File: src/rtl/stq_pkg.sv
package stq_pkg;

   localparam int ID_BITS = 4;
   localparam int TAG_BITS = 16;
   localparam int IN_TIME_BITS = 32;
   localparam int MAX_SLOTS = 16;

   typedef enum logic [1:0] {
      ACT_ADD    = 2'd0,
      ACT_ADJUST = 2'd1,
      ACT_DELETE = 2'd2,
      ACT_TICK   = 2'd3
   } action_type;

   typedef enum logic [1:0] {
      ST_DONE     = 2'd0,
      ST_EXPIRED  = 2'd1,
      ST_UNKNOWN  = 2'd2,
      ST_DUPLICATE = 2'd3
   } status_type;

endpackage

File: src/rtl/stq_store.sv
module stq_store
   import stq_pkg::*;
#(
   parameter int DEPTH = 16,
   parameter int TIME_BITS = 32,
   parameter int AW = (DEPTH > 1) ? $clog2(DEPTH) : 1
) (
   input  logic                 clock,
   input  logic                 exp_we,
   input  logic [AW-1:0]        exp_waddr,
   input  logic [TIME_BITS-1:0] exp_wdata,
   input  logic [AW-1:0]        exp_raddr,
   output logic [TIME_BITS-1:0] exp_rdata,
   input  logic                 tag_we,
   input  logic [AW-1:0]        tag_waddr,
   input  logic [TAG_BITS-1:0]  tag_wdata,
   input  logic [AW-1:0]        tag_raddr,
   output logic [TAG_BITS-1:0]  tag_rdata
);

   logic [TIME_BITS-1:0] exp_mem [DEPTH];
   logic [TAG_BITS-1:0]  tag_mem [DEPTH];

   always_ff @(posedge clock) begin
      if (exp_we) begin
         exp_mem[exp_waddr] <= exp_wdata;
      end
      exp_rdata <= exp_mem[exp_raddr];
   end

   always_ff @(posedge clock) begin
      if (tag_we) begin
         tag_mem[tag_waddr] <= tag_wdata;
      end
      tag_rdata <= tag_mem[tag_raddr];
   end

endmodule

File: src/rtl/sorted_timer_queue.sv
// Sorted timer queue. Up to the lower of DEPTH and sixteen timers are kept in
// ascending expiry order, equal expiries first-in first-out. Start is taken
// when busy is low. Add, adjust and delete give one result; a tick gives one
// expired item per timer due, in order, and a closing item with last set.
// Results appear for one cycle under rsp_valid and cannot be stalled. An add
// walks the order list, reading the expiry of each entry and comparing it
// once the read returns, until it finds the insertion point. An adjust first
// searches the list at one entry per cycle and then walks it like an add.
// A delete searches the list like an adjust and then unlinks the entry; a
// tick reads, compares and pops the head per expired timer, and an error is
// answered straight from idle. Expiry and tag live in memories with a
// registered read; the order list is a shift register row.
module sorted_timer_queue
   import stq_pkg::*;
#(
   parameter int DEPTH = 16,
   parameter int TIME_BITS = 32
) (
   input  logic                    clock,
   input  logic                    reset,
   input  logic                    start,
   output logic                    busy,
   input  logic [1:0]              req_action,
   input  logic [ID_BITS-1:0]      req_timer_id,
   input  logic [IN_TIME_BITS-1:0] req_expire_time,
   input  logic [TAG_BITS-1:0]     req_user_tag,
   input  logic [IN_TIME_BITS-1:0] req_current_time,
   output logic                    rsp_valid,
   output logic [1:0]              rsp_status,
   output logic [ID_BITS-1:0]      rsp_timer_id_res,
   output logic [TAG_BITS-1:0]     rsp_expired_tag,
   output logic                    rsp_last
);

   localparam int NSLOT = (DEPTH < MAX_SLOTS) ? DEPTH : MAX_SLOTS;
   localparam int AW = (DEPTH > 1) ? $clog2(DEPTH) : 1;
   localparam int CW = $clog2(NSLOT + 1);
   localparam int PW = (NSLOT > 1) ? $clog2(NSLOT) : 1;

   typedef enum logic [2:0] {
      S_IDLE, S_FIND, S_SCAN, S_INSERT, S_TICK_RD, S_TICK_CMP, S_TICK_WAIT
   } state_type;

   state_type                state_ff;
   logic [NSLOT-1:0]         active_ff;
   logic [CW-1:0]            count_ff;
   logic [ID_BITS-1:0]       order_ff [NSLOT];
   logic [1:0]               act_ff;
   logic [ID_BITS-1:0]       id_ff;
   logic [TIME_BITS-1:0]     exp_ff;
   logic [TIME_BITS-1:0]     now_ff;
   logic [CW-1:0]            pos_ff;
   logic                     rd_pend_ff;
   logic                     rsp_valid_ff;
   logic [1:0]               rsp_status_ff;
   logic [ID_BITS-1:0]       rsp_id_ff;
   logic [TAG_BITS-1:0]      rsp_tag_ff;
   logic                     rsp_last_ff;

   logic                     exp_we;
   logic [AW-1:0]            exp_waddr;
   logic [AW-1:0]            exp_raddr;
   logic [TIME_BITS-1:0]     exp_rdata;
   logic                     tag_we;
   logic [AW-1:0]            tag_raddr;
   logic [TAG_BITS-1:0]      tag_rdata;
   logic [ID_BITS-1:0]       rd_id;
   logic                     id_ok;

   stq_store #(.DEPTH(DEPTH), .TIME_BITS(TIME_BITS), .AW(AW)) u_store (
      .clock     (clock),
      .exp_we    (exp_we),
      .exp_waddr (exp_waddr),
      .exp_wdata (TIME_BITS'(req_expire_time)),
      .exp_raddr (exp_raddr),
      .exp_rdata (exp_rdata),
      .tag_we    (tag_we),
      .tag_waddr (exp_waddr),
      .tag_wdata (req_user_tag),
      .tag_raddr (tag_raddr),
      .tag_rdata (tag_rdata)
   );

   // Expiry, and for an add also the tag, is written at acceptance; the walk reads other entries.
   always_comb begin
      id_ok = ({{(32-ID_BITS){1'b0}}, req_timer_id} < NSLOT);
      exp_we = 1'b0;
      tag_we = 1'b0;
      if (state_ff == S_IDLE && start && id_ok) begin
         if (req_action == ACT_ADD && !active_ff[req_timer_id[PW-1:0]]) begin
            exp_we = 1'b1;
            tag_we = 1'b1;
         end
         if (req_action == ACT_ADJUST && active_ff[req_timer_id[PW-1:0]]) begin
            exp_we = 1'b1;
         end
      end
      exp_waddr = AW'(req_timer_id);
      if (state_ff == S_SCAN) begin
         rd_id = order_ff[pos_ff[PW-1:0]];
      end else begin
         rd_id = order_ff[0];
      end
      exp_raddr = AW'(rd_id);
      tag_raddr = AW'(order_ff[0]);
   end

   assign busy = (state_ff != S_IDLE);
   assign rsp_valid = rsp_valid_ff;
   assign rsp_status = rsp_status_ff;
   assign rsp_timer_id_res = rsp_id_ff;
   assign rsp_expired_tag = rsp_tag_ff;
   assign rsp_last = rsp_last_ff;

   always_ff @(posedge clock) begin
      rsp_valid_ff <= 1'b0;
      if (reset) begin
         state_ff <= S_IDLE;
         active_ff <= '0;
         count_ff <= '0;
         rd_pend_ff <= 1'b0;
      end else begin
         case (state_ff)
            S_IDLE: begin
               if (start) begin
                  act_ff <= req_action;
                  id_ff <= req_timer_id;
                  exp_ff <= TIME_BITS'(req_expire_time);
                  now_ff <= TIME_BITS'(req_current_time);
                  pos_ff <= '0;
                  rsp_id_ff <= req_timer_id;
                  rsp_tag_ff <= '0;
                  rsp_last_ff <= 1'b1;
                  if (req_action == ACT_TICK) begin
                     state_ff <= S_TICK_RD;
                  end else if (!id_ok) begin
                     rsp_valid_ff <= 1'b1;
                     rsp_status_ff <= ST_UNKNOWN;
                  end else if (req_action == ACT_ADD) begin
                     if (active_ff[req_timer_id[PW-1:0]]) begin
                        rsp_valid_ff <= 1'b1;
                        rsp_status_ff <= ST_DUPLICATE;
                     end else begin
                        active_ff[req_timer_id[PW-1:0]] <= 1'b1;
                        rd_pend_ff <= 1'b0;
                        state_ff <= S_SCAN;
                     end
                  end else if (!active_ff[req_timer_id[PW-1:0]]) begin
                     rsp_valid_ff <= 1'b1;
                     rsp_status_ff <= ST_UNKNOWN;
                  end else begin
                     if (req_action == ACT_DELETE) begin
                        active_ff[req_timer_id[PW-1:0]] <= 1'b0;
                     end
                     state_ff <= S_FIND;
                  end
               end
            end
            S_FIND: begin
               // Unlink: shift the tail up over the matching entry.
               if (order_ff[pos_ff[PW-1:0]] == id_ff) begin
                  for (int j = 0; j < NSLOT - 1; j++) begin
                     if (CW'(j) >= pos_ff) begin
                        order_ff[j] <= order_ff[j+1];
                     end
                  end
                  count_ff <= count_ff - 1'b1;
                  pos_ff <= '0;
                  rd_pend_ff <= 1'b0;
                  if (act_ff == ACT_DELETE) begin
                     rsp_valid_ff <= 1'b1;
                     rsp_status_ff <= ST_DONE;
                     state_ff <= S_IDLE;
                  end else begin
                     state_ff <= S_SCAN;
                  end
               end else begin
                  pos_ff <= pos_ff + 1'b1;
               end
            end
            S_SCAN: begin
               // Expiry reads alternate with compares: rd_pend_ff marks a read in flight,
               // and the registered read data is compared before the next read starts.
               if (!rd_pend_ff) begin
                  if (pos_ff >= count_ff) begin
                     state_ff <= S_INSERT;
                  end else begin
                     rd_pend_ff <= 1'b1;
                  end
               end else begin
                  rd_pend_ff <= 1'b0;
                  if (exp_rdata <= exp_ff) begin
                     pos_ff <= pos_ff + 1'b1;
                  end else begin
                     state_ff <= S_INSERT;
                  end
               end
            end
            S_INSERT: begin
               for (int j = 1; j < NSLOT; j++) begin
                  if (CW'(j) > pos_ff) begin
                     order_ff[j] <= order_ff[j-1];
                  end
               end
               order_ff[pos_ff[PW-1:0]] <= id_ff;
               count_ff <= count_ff + 1'b1;
               rsp_valid_ff <= 1'b1;
               rsp_status_ff <= ST_DONE;
               state_ff <= S_IDLE;
            end
            S_TICK_RD: begin
               if (count_ff == '0) begin
                  rsp_valid_ff <= 1'b1;
                  rsp_status_ff <= ST_DONE;
                  rsp_id_ff <= '0;
                  rsp_tag_ff <= '0;
                  rsp_last_ff <= 1'b1;
                  state_ff <= S_IDLE;
               end else begin
                  state_ff <= S_TICK_CMP;
               end
            end
            S_TICK_CMP: begin
               if (now_ff < exp_rdata) begin
                  rsp_valid_ff <= 1'b1;
                  rsp_status_ff <= ST_DONE;
                  rsp_id_ff <= '0;
                  rsp_tag_ff <= '0;
                  rsp_last_ff <= 1'b1;
                  state_ff <= S_IDLE;
               end else begin
                  rsp_valid_ff <= 1'b1;
                  rsp_status_ff <= ST_EXPIRED;
                  rsp_id_ff <= order_ff[0];
                  rsp_tag_ff <= tag_rdata;
                  rsp_last_ff <= 1'b0;
                  active_ff[order_ff[0][PW-1:0]] <= 1'b0;
                  for (int j = 0; j < NSLOT - 1; j++) begin
                     order_ff[j] <= order_ff[j+1];
                  end
                  count_ff <= count_ff - 1'b1;
                  state_ff <= S_TICK_WAIT;
               end
            end
            S_TICK_WAIT: begin
               state_ff <= S_TICK_RD;
            end
            default: begin
               state_ff <= S_IDLE;
            end
         endcase
      end
   end

endmodule

File: config.mk
export PLATFORM = sky130hd
export DESIGN_NAME = sorted_timer_queue
export DESIGN_NICKNAME = d
export VERILOG_FILES = /design/src/rtl/stq_pkg.sv /design/src/rtl/stq_store.sv /design/src/rtl/sorted_timer_queue.sv
export SDC_FILE = /design/constraint.sdc
export NUM_CORES = 1
export LEC_CHECK = 0
export ABC_CLOCK_PERIOD_IN_PS = 7600
export BUFFER_PORTS_ARGS = -buffer_cell sky130_fd_sc_hd__buf_2
export CELL_PAD_IN_SITES_DETAIL_PLACEMENT = 0
export CELL_PAD_IN_SITES_GLOBAL_PLACEMENT = 1
export CORE_UTILIZATION = 56
export CTS_CLUSTER_DIAMETER = 200
export DETAILED_ROUTE_END_ITERATION = 16
export GPL_ROUTABILITY_DRIVEN = 0
export HOLD_SLACK_MARGIN = 0.03
export PLACE_DENSITY = 0.82
export SYNTH_ARGS = -nofsm -noshare
export SYNTH_HDL_FRONTEND = slang
export SYNTH_SLANG_ARGS = --single-unit
File: constraint.sdc
create_clock -name clock -period 7.6 [get_ports clock]
set_input_delay 1.52 -clock clock [delete_from_list [all_inputs] [get_ports clock]]
set_output_delay 1.52 -clock clock [all_outputs]
set_load 0.01 [all_outputs]
# After elaboration in Yosys (flattened, before gate mapping)
# Memories as Yosys holds them, arrays and structs flattened. A register that Yosys moved wholly into a read port is not among the register bits.
# Cells that the tools add are included.
dict set report totals {
  reg_bits 124
  latch_bits 0
  mem_bits_rw 832
  romBits 0
  in_bits 89
  wordCells 405
  mem_count 3
}
dict set report classes {
  add_sub_neg 3
  n_mul 0
  n_div 0
  order_cmp 37
  eq_ne 30
  shifts 0
  n_mux 258
  bitwise_logic 35
  n_reduce_logical 25
}
# memory words width read_ports rd_ports_with_merged_regs wr line_no
set mem_list {}
lappend mem_list {u_store.exp_mem 16 32 1 1 1 stq_store.sv:21} ;# logic [TIME_BITS-1:0] exp_mem [DEPTH];
lappend mem_list {u_store.tag_mem 16 16 1 1 1 stq_store.sv:22} ;# logic [TAG_BITS-1:0] tag_mem [DEPTH];
lappend mem_list {order_ff 16 4 17 1 16 sorted_timer_queue.sv:47} ;# logic [ID_BITS-1:0] order_ff [NSLOT];
# op n
set ops {}
lappend ops {{$mux W1} 173}
lappend ops {{$mux W16} 10}
lappend ops {{$mux W4} 36}
lappend ops {{$pmux W16 S3} 1}
lappend ops {{$gt A4 B5 Y1 const A} 8}
lappend ops {{$ge A4 B5 Y1 const A} 7}
lappend ops {{$mux W3} 11}
lappend ops {{$and A16 B16 Y16} 2}
lappend ops {{$le A32 B32 Y1} 1}
lappend ops {{$lt A32 B32 Y1} 1}
lappend ops {{$not A16 Y16} 2}
lappend ops {{$pmux W16 S2} 1}
lappend ops {{$mux W5} 6}
lappend ops {{$pmux W5 S3} 2}
lappend ops {{$or A1 B1 Y1} 29}
lappend ops {{$ge A3 B5 Y1 const A} 4}
lappend ops {{$gt A3 B5 Y1 const A} 4}
lappend ops {{$mux W2} 9}
lappend ops {{$pmux W3 S6} 1}
lappend ops {{$ne A2 B2 Y1 const B} 8}
lappend ops {{$or A16 B16 Y16} 1}
lappend ops {{$pmux W4 S3} 1}
lappend ops {{$reduce_and A6 Y1} 2}
lappend ops {{$reduce_bool A3 Y1} 4}
lappend ops {{other kinds (41)} 64}

# Depth between registers and ports, before layout
# Gate-level depths: netlist (run 1).
dict set report logic_depth {
  word_depth 12
  mapped_depth 13
  ltp_nobuf 11
}

# By module
# A second synthesis (run 1) with hierarchy kept.
dict set report unflattened {
  hier_cells 2408
  area_unflattened_um2 41582.4
}
# module n_inst cells_per_inst area_each_um2 seq_area_each_um2
set modules_own_cells {}
lappend modules_own_cells {stq_store 1 1270 29817.3 24023.0}
lappend modules_own_cells {sorted_timer_queue 1 1138 11765.0 5465.2}

# Least setup slack after synthesis (run 1)
# Ideal clock, no wire load.
dict set report synth_timing {
  path_type {input to register}
  start {in reset}
  end {reg act_ff[0] (enable)}
  setup_ps 498
  t_arrival_ps 5116
  t_required_ps 7102
  path_slack_ps 1986
  path_stages 4
  n_path_buf 3
  path_cell_list {clkbuf_1 > clkbuf_1 > clkbuf_1 > nor2_1}
}
dict set report synth_between {
  elab_chain_cells 2
}
# item line_no
set synth_lines {}
lappend synth_lines {{start, declared} sorted_timer_queue.sv:20} ;# input logic reset,
lappend synth_lines {{$not A1 Y1 (no line)} -}
lappend synth_lines {{$reduce_and A3 Y1 (no line)} -}
lappend synth_lines {{end signal, assigned} sorted_timer_queue.sv:126} ;# act_ff <= req_action;
lappend synth_lines {{end, declared} sorted_timer_queue.sv:48} ;# logic [1:0] act_ff;
# Every way passes these cells.
# A chain may end at the register's enable or synchronous reset.

# Worst setup path in the final report (run 1)
dict set report layout_timing {
  start {in req_timer_id[0]}
  end {mem u_store.tag_mem[0][12] (enable)}
}
dict set report layout_between {
  elab_chain_cells 8
}
# item line_no
set layout_lines {}
lappend layout_lines {{start, declared} sorted_timer_queue.sv:24} ;# input logic [ID_BITS-1:0] req_timer_id,
lappend layout_lines {{$bmux W1 S4} sorted_timer_queue.sv:90} ;# if (req_action == ACT_ADD && !active_ff[req_timer_id[PW-1:0]]) begin
lappend layout_lines {{$mux W1 (not written as such)} sorted_timer_queue.sv:90}
lappend layout_lines {{$logic_not A1 Y1} -}
lappend layout_lines {{$logic_and A1 B1 Y1} sorted_timer_queue.sv:90}
lappend layout_lines {{$mux W1} sorted_timer_queue.sv:90}
lappend layout_lines {{$mux W1} sorted_timer_queue.sv:89} ;# if (state_ff == S_IDLE && start && id_ok) begin
lappend layout_lines {{$mux W1} stq_store.sv:32} ;# if (tag_we) begin
lappend layout_lines {{$mux W1 (not written as such)} stq_store.sv:33} ;# tag_mem[tag_waddr] <= tag_wdata;
lappend layout_lines {{end, declared} stq_store.sv:22}
# Parallel ways exist; a longest one is shown, timed or not. The select of a mux whose other input is x is not followed.

==> results of run 1 <==
[final cells by class]
cell class                      count  area, um2  share of cell area, %
Clock inverter                     54        739                   1.56
Inverter                           89        334                  0.706
Clock buffer                      133       2820                   5.96
Tap cell                          969       1210                   2.56
Timing Repair Buffer              135        756                   1.60
Sequential cell                  1008      29500                   62.3
Multi-Input combinational cell   1797      12000                   25.3
[synth_stat cells, types with 18 or more instances]
cell        n
and2_1     21
o311ai_0   31
inv_1      89
ha_1       80
a211oi_1   22
clkbuf_1  153
edfxtp_1  930
nor2b_1    19
mux4_2     97
a21oi_1   118
nor2_1    105
buf_1      18
mux2i_1    55
a31oi_1    43
o21ai_0    64
o31ai_1    20
nand3_1   219
nand2_1   655
dfxtp_1    78
and3_1     39
a32oi_1    31
[worst max-delay path, stage by stage]
cell and delay (ns):
buf_2 0.28, mux4_2 0.55, a22oi_1 0.24, nand3_1 0.30
inv_1 0.16, ha_1 0.16, nand3_1 0.86, nor2_2 1.16
[where the power goes]
group          switching [W]  total [W]  internal [W]  leakage [nW]
Sequential          0.000208    0.00651       0.00630          9.05
Combinational        0.00156    0.00231      0.000747          5.65
Clock                0.00210    0.00524       0.00313          1.73
Total                0.00387     0.0141        0.0102          16.4
[placed cells by master, fill, tap and decap left out, types with 7 or more instances in the layout]
| cell type | Yosys | final |
|---|---|---|
| nand2b_1 | 8 | 8 |
| a21oi_1 | 118 | 118 |
| clkinv_2 | 0 | 20 |
| buf_4 | 2 | 20 |
| edfxtp_1 | 930 | 930 |
| nand4_1 | 15 | 15 |
| clkbuf_1 | 153 | 18 |
| o21ai_0 | 64 | 64 |
| a31oi_1 | 43 | 43 |
| a211oi_1 | 22 | 21 |
| clkbuf_16 | 0 | 104 |
| mux2i_1 | 55 | 55 |
| buf_2 | 4 | 113 |
| nor2_1 | 105 | 71 |
| o311ai_0 | 31 | 31 |
| nor2_4 | 0 | 18 |
| o31ai_1 | 20 | 20 |
| o211ai_1 | 17 | 17 |
| clkbuf_8 | 0 | 11 |
| nor2b_1 | 19 | 17 |
| inv_1 | 89 | 89 |
| nand3_1 | 219 | 218 |
| dfxtp_1 | 78 | 78 |
| nor2_2 | 0 | 16 |
| and2_1 | 21 | 21 |
| a32oi_1 | 31 | 31 |
| bufinv_16 | 0 | 15 |
| nor3_1 | 14 | 14 |
| ha_1 | 80 | 80 |
| mux2_2 | 15 | 15 |
| nand2_1 | 655 | 654 |
| xnor2_1 | 8 | 8 |
| mux4_2 | 97 | 97 |
| and3_1 | 39 | 39 |
| clkinv_1 | 0 | 7 |
| a21o_1 | 11 | 11 |
[per-layer routing]
metal / vias to the layer above / share of wire [%]
li1: 11700 / -
met3: 220 / 7.7
met1: 13000 / 42
met5: - / 0.057
met4: 8 / 3.4
met2: 1166 / 47
[through the flow]
stage | power (W) | hold slack (ns)
2_1_floorplan | 0.00809 | 0.482
3_3_place_gp | 0.00883 | 0.488
3_5_place_dp | 0.00891 | 0.503
4_1_cts | 0.0141 | 0.518
5_1_grt | 0.0146 | 0.524
6_report | 0.0141 | 0.516
[worst paths after layout]
check        slack (ns)  cells after the start                endpoint             startpoint
max reg2reg        2.85                     11         order_ff[12][1]   u_store.exp_rdata[5]
max                2.57                      8  u_store.tag_mem[0][12]        req_timer_id[0]
min reg2reg        0.52                      1     rsp_expired_tag[13]  u_store.tag_rdata[13]
min                0.52                      1     rsp_expired_tag[13]  u_store.tag_rdata[13]
[flip-flops by register name, indices dropped and copies added, names as in the netlist, 3 cells and up, named ones only]
| signal | flops |
|---|---|
| state_ff | 3 |
| order_ff | 64 |
| u_store.exp_mem | 512 |
| u_store.exp_rdata | 32 |
| rsp_timer_id_res | 4 |
| exp_ff | 32 |
| u_store.tag_mem | 256 |
| u_store.tag_rdata | 16 |
| pos_ff | 5 |
| id_ff | 4 |
| count_ff | 5 |
| rsp_expired_tag | 16 |
| now_ff | 32 |
[cells by family (layout without fill, tap and decap cells)]
logic type / count (synthesis) / after routing / share of synthesized area, %
adders and majority gates: 81 / 81 / 2.42
muxes: 168 / 168 / 6.93
xor gates and xnor gates: 9 / 9 / 0.187
AOI/OAI and AO/OA: 412 / 412 / 6.56
buffers and inverters: 269 / 411 / 2.48
DFF: 1008 / 1008 / 69.8
and+or+nand+nor: 1127 / 1127 / 11.6
==> out/results.ini, run 1 <==
[sta]
period_minus_slack_ns = 5.03
final_hold_viol_count = 0
clock.fmax_mhz = 199
tightest_slew_ns = 1.27
rsz0062_at_grt = false
slew_headroom_pct = 15.4
tns_ns = 0
slew_viol_final = 0
fin_skew_ns = 0.0507
setup_ws_ns = 2.57
fin_crit_sh_pct = 66.1
finalSetupViolCount = 0

[synth]
yosysSeqAreaShare_pct = 69.8
netlist.area_leader.share_pct = 66.1
avgSynthCellArea_um2 = 13.7
synthTopCellsByArea = edfxtp_1, nand2_1, mux4_2
synth_flop_cell = edfxtp_1
netlist_area_um2 = 42300
synthArstFlopShare_pct = 0
synth_cell_type_count = 74
synth_edf_count = 930
synth_nets = 3244
ys_ff_latch = 1008
synthCells = 3074
synth.largest_area_cell = edfxtp_1
ys.warnings.count = 0

[cts]
cts_num_sinks = 1008
cts_root_buf = clkbuf_16
ctsHoldBuffers = 0
numCtsBuffers = 101
postCtsSetupBuffers = 0
ctsLongestPathBuffers = 3
cts_tree = yes
clkSlewWorstSetupHoldPaths_ns = 0.06
clk_latency_ns = 0.67
htree_levels = 3
postCtsResizedCells = 0

[global_routing]
met1_usage_pct = 38.6
grt_most_used_layer = met2
antenna_found_initial = 7
overflow = 0
grt.met3_usage_pct = 4.47
grt_pass1_vias = 25500
grtUsageTotal_pct = 27.3
grt_use_met2_pct = 43.5
grt_max_degree = 154
grt_pass1_wl_um = 158000

[pwr]
p_leak_nw = 16.4
ir_drop_mv = 0.220
powerDensity_nw_per_um2 = 297

[critical_path]
cp-end-kind = flip-flop
worstPathArrival_ns = 5.27
path_class = input pin to flip-flop
worst-path-max-fanout = 16
critical_path_required_ns = 7.85
start_kind = input pin

[floorplan]
core_um2 = 74600
rows = 100
die_area_um2 = 76600
start_util_pct = 56.7
die_w_um = 277
io_pins = 114
die_height_um = 277

[detailed_routing]
drc = 0
vias_per_cell = 6.23
drt-total-wl_um = 104000
antenna_left = 0
drt_iter0_drc = 2798
drtPass1Iterations = 5
via_count = 26100
wl_per_cell_um = 25.0

[placement]
port_buffers = 113
hpwl_um = 64100
place_area_um2 = 43800
placedCellCount = 3998
pre_cts_ws_ns = 2.02

[finish]
synthToLayoutAreaGrowth_pct = 12.0
fin_nets = 3302
final_cells = 4185
fin_util_pct = 63.5
fill_cells = 5369
final_area_um2 = 47300
diodes = 0
drive_above_1_share_pct = 14.7

[outcome]
status = finished, final reports clean

[worst_hold_path]
hp-class = flip-flop to flip-flop

[run]
cap_violations = 0

Power figures use the tool's default switching activity.
==> inputs of run 2 (changes only) <==
--- a/config.mk
+++ b/config.mk
@@ -5,16 +5,17 @@
 export SDC_FILE = /design/constraint.sdc
 export NUM_CORES = 1
 export LEC_CHECK = 0
-export ABC_CLOCK_PERIOD_IN_PS = 7600
+export ABC_AREA = 1
+export ABC_CLOCK_PERIOD_IN_PS = 4300
 export BUFFER_PORTS_ARGS = -buffer_cell sky130_fd_sc_hd__buf_2
 export CELL_PAD_IN_SITES_DETAIL_PLACEMENT = 0
 export CELL_PAD_IN_SITES_GLOBAL_PLACEMENT = 1
-export CORE_UTILIZATION = 56
+export CORE_UTILIZATION = 46
 export CTS_CLUSTER_DIAMETER = 200
 export DETAILED_ROUTE_END_ITERATION = 16
 export GPL_ROUTABILITY_DRIVEN = 0
 export HOLD_SLACK_MARGIN = 0.03
-export PLACE_DENSITY = 0.82
+export PLACE_DENSITY = 0.75
 export SYNTH_ARGS = -nofsm -noshare
 export SYNTH_HDL_FRONTEND = slang
 export SYNTH_SLANG_ARGS = --single-unit
==> constraint.sdc (replaced) <==
create_clock -name clock -period 4.3 [get_ports clock]
set_input_delay 0.86 -clock clock [delete_from_list [all_inputs] [get_ports clock]]
set_output_delay 0.86 -clock clock [all_outputs]
set_load 0.01 [all_outputs]
==> out/results.ini, run 2 <==
[critical_path]
r2r_slack_ns = 1.05  ; -1.80 ns
cp-end-kind = flip-flop
start_kind = flip-flop
path_class = flip-flop to flip-flop
worst-path-max-fanout = 40  ; +24
ff2ff_path_depth = 15  ; +4
critical_path_required_ns = 4.73  ; -3.12 ns
worstPathArrival_ns = 3.68  ; -1.59 ns
r2r_start = u_store.exp_rdata[19]
r2r-end = order_ff[10][1]

[finish]
diodes = 0  ; unchanged
fill_cells = 8127  ; +51%
final_common_cell = nand2_1
layout_common_cells = nand2_1, edfxtp_1, inv_1
fin_util_pct = 53.0  ; -10 points
drive_above_1_share_pct = 9.89  ; -4.8 points
largest_register_ffs = 512  ; unchanged
fin_nets = 4335  ; +31%
largestRegisters = u_store.exp_mem x512, u_store.tag_mem x256, order_ff x64
synthToLayoutAreaGrowth_pct = 13.5
regMostFlops = u_store.exp_mem

[run]
cap_violations = 0  ; unchanged

[detailed_routing]
drc = 0  ; unchanged
drt_iter0_drc = 2903  ; +3.8%
drt-total-wl_um = 118000  ; +13%
vias_per_cell = 5.37  ; -14%
via_count = 29600  ; +14%
wl_per_cell_um = 21.5  ; -14%
antenna_left = 0  ; unchanged
drtPass1Iterations = 6  ; +1

[sta]
period_minus_slack_ns = 3.25
rsz0062_at_grt = false
fin_crit_sh_pct = 75.5
tightest_slew_ns = 1.08  ; -0.183 ns
clock.fmax_mhz = 308
slew_viol_final = 0  ; unchanged
fin_skew_ns = 0.0379  ; -0.0127 ns
tns_ns = 0  ; unchanged
slew_headroom_pct = 27.6  ; +12 points
final_hold_viol_count = 0  ; unchanged
whs_ns = 0.352  ; -0.164 ns
finalSetupViolCount = 0  ; unchanged

[global_routing]
grtUsageTotal_pct = 24.2  ; -3.1 points
grt_max_degree = 132  ; -14%
grt_pass1_wl_um = 176000  ; +12%
antenna_found_initial = 5  ; -2
grt_pass1_vias = 28100  ; +10%
overflow = 0  ; unchanged

[floorplan]
die_area_um2 = 96400  ; +26%
start_util_pct = 46.7  ; -10 points
core_um2 = 93700  ; +26%
die_height_um = 311  ; +12%
io_pins = 114  ; unchanged
die_w_um = 311  ; +12%
rows = 112  ; +12%

[synth]
avgSynthCellArea_um2 = 10.9  ; -21%
synth_cell_type_count = 41  ; -45%
synthCells = 4027  ; +31%
netlist.area_leader.share_pct = 63.8  ; -2.3 points
synthArstFlopShare_pct = 0  ; unchanged
synth_flop_cell = edfxtp_1
synth_edf_count = 930  ; unchanged
netlist_area_um2 = 43800  ; +3.6%
synthTopCellsByCount = nand2_1, edfxtp_1, inv_1
yosysSeqAreaShare_pct = 67.3  ; -2.4 points
ys_ff_latch = 1008  ; unchanged
ys.warnings.count = 0  ; unchanged
synth_most_common_cell = nand2_1
synth_nets = 4197  ; +29%
synthTopCellsByArea = edfxtp_1, nand2_1, nand3_1
synth.largest_area_cell = edfxtp_1

[cts]
postCtsSetupBuffers = 0  ; unchanged
ctsLongestPathBuffers = 3  ; unchanged
clk_latency_ns = 0.69  ; +0.02 ns
htree_levels = 3  ; unchanged
postCtsResizedCells = 0  ; unchanged
numCtsBuffers = 105  ; +4.0%
cts_tree = yes
cts_root_buf = clkbuf_16
ctsHoldBuffers = 0  ; unchanged
clkSlewWorstSetupHoldPaths_ns = 0.06  ; about the same
cts_num_sinks = 1008  ; unchanged

[pwr]
powerDensity_nw_per_um2 = 546  ; +84%
ir_drop_mv = 0.362  ; +65%
finalPower_w = 0.0272  ; +93%
p_leak_nw = 19.7  ; +20%

[worst_hold_path]
hold-path-cell-count = 1  ; unchanged
min_to = now_ff[21]
hp-class = input pin to flip-flop
min_from = req_current_time[21]

[outcome]
status = finished, final reports clean

[placement]
port_buffers = 113  ; unchanged
hpwl_um = 76800  ; +20%

-- run 2: cell count changes after synthesis, moves of 55 or more --
cell / change
a22oi_1: +142
mux2i_1: -55
nand2_1: +497
o211ai_1: +70
clkbuf_1: -86
nor2_1: +69
inv_1: +392
buf_2: +87
nand3_1: +177
mux4_2: -97
-- run 2: power breakdown --
group	internal (W)	switching [W]	leakage, nW
registers	0.0112	0.000309	9.04
clock network	0.00523	0.00378	1.65
logic	0.00197	0.00462	9.04
-- run 2: metrics by stage --
step / instances / instance area (um2) / setup slack [ns]
6_report: 5510 / 49700 / 1.05
3_5_place_dp: 5312 / 46300 / 0.532
4_1_cts: 5510 / 49700 / 1.02
2_1_floorplan: 4027 / 43800 / 0.406
5_1_grt: 5510 / 49700 / 0.869
3_3_place_gp: 5312 / 46300 / 0.564
-- run 2: cell families (layout without fill, tap and decap cells) --
logic type	count (synthesis)	after routing	synth area share [%]
xor+xnor	6	6	0.120
flops	1008	1008	67.3
buf+inv	669	898	6.07
simple gates	1787	1787	16.8
fa+ha+maj	81	81	2.33
compound gates	476	476	7.29
-- run 2: routing by layer --
metal	track usage, %	routed length [um]
met1	33.5	51600
met2	38.6	54900
met3	3.82	7680
met4	9.11	4010
met5	0	50
-- run 2: critical path, stage by stage, from the launching register on --
cell     delay, ns
dfxtp_1       0.37
inv_1         0.05
ha_1          0.28
a21oi_1       0.13
o21ai_0       0.31
nand2_1       0.15
nand3_1       0.12
a21oi_1       0.41
nand2_1       0.19
nand3_1       0.11
buf_4         0.43
nand2_1       0.19
nand2_1       0.09
nand2_1       0.05
nand2_1       0.06
nand2_1       0.05
-- run 2: layout make-up --
| class | instances | area, um2 | area share (%) |
|---|---|---|---|
| Sequential cell | 1008 | 29500 | 59.3 |
| Multi-Input combinational cell | 2350 | 11900 | 23.9 |
| Clock buffer | 149 | 2930 | 5.90 |
| Inverter | 488 | 1840 | 3.70 |
| Tap cell | 1254 | 1570 | 3.16 |
| Timing Repair Buffer | 212 | 1480 | 2.98 |
| Clock inverter | 49 | 508 | 1.02 |
-- run 2: how the worst max path moves through the flow --
stage,startpoint,end,slack [ns],cells past startpoint
finish,u_store.exp_rdata[19],order_ff[10][1],1.05,15
global route,u_store.exp_rdata[19],order_ff[10][1],0.87,15
CTS,u_store.exp_rdata[19],order_ff[10][1],1.02,15
detailed placement,req_timer_id[0],u_store.exp_mem[5][21],0.53,10
global placement,req_timer_id[0],u_store.exp_mem[5][23],0.56,10
floorplan,req_timer_id[0],u_store.exp_mem[10][0],0.41,12
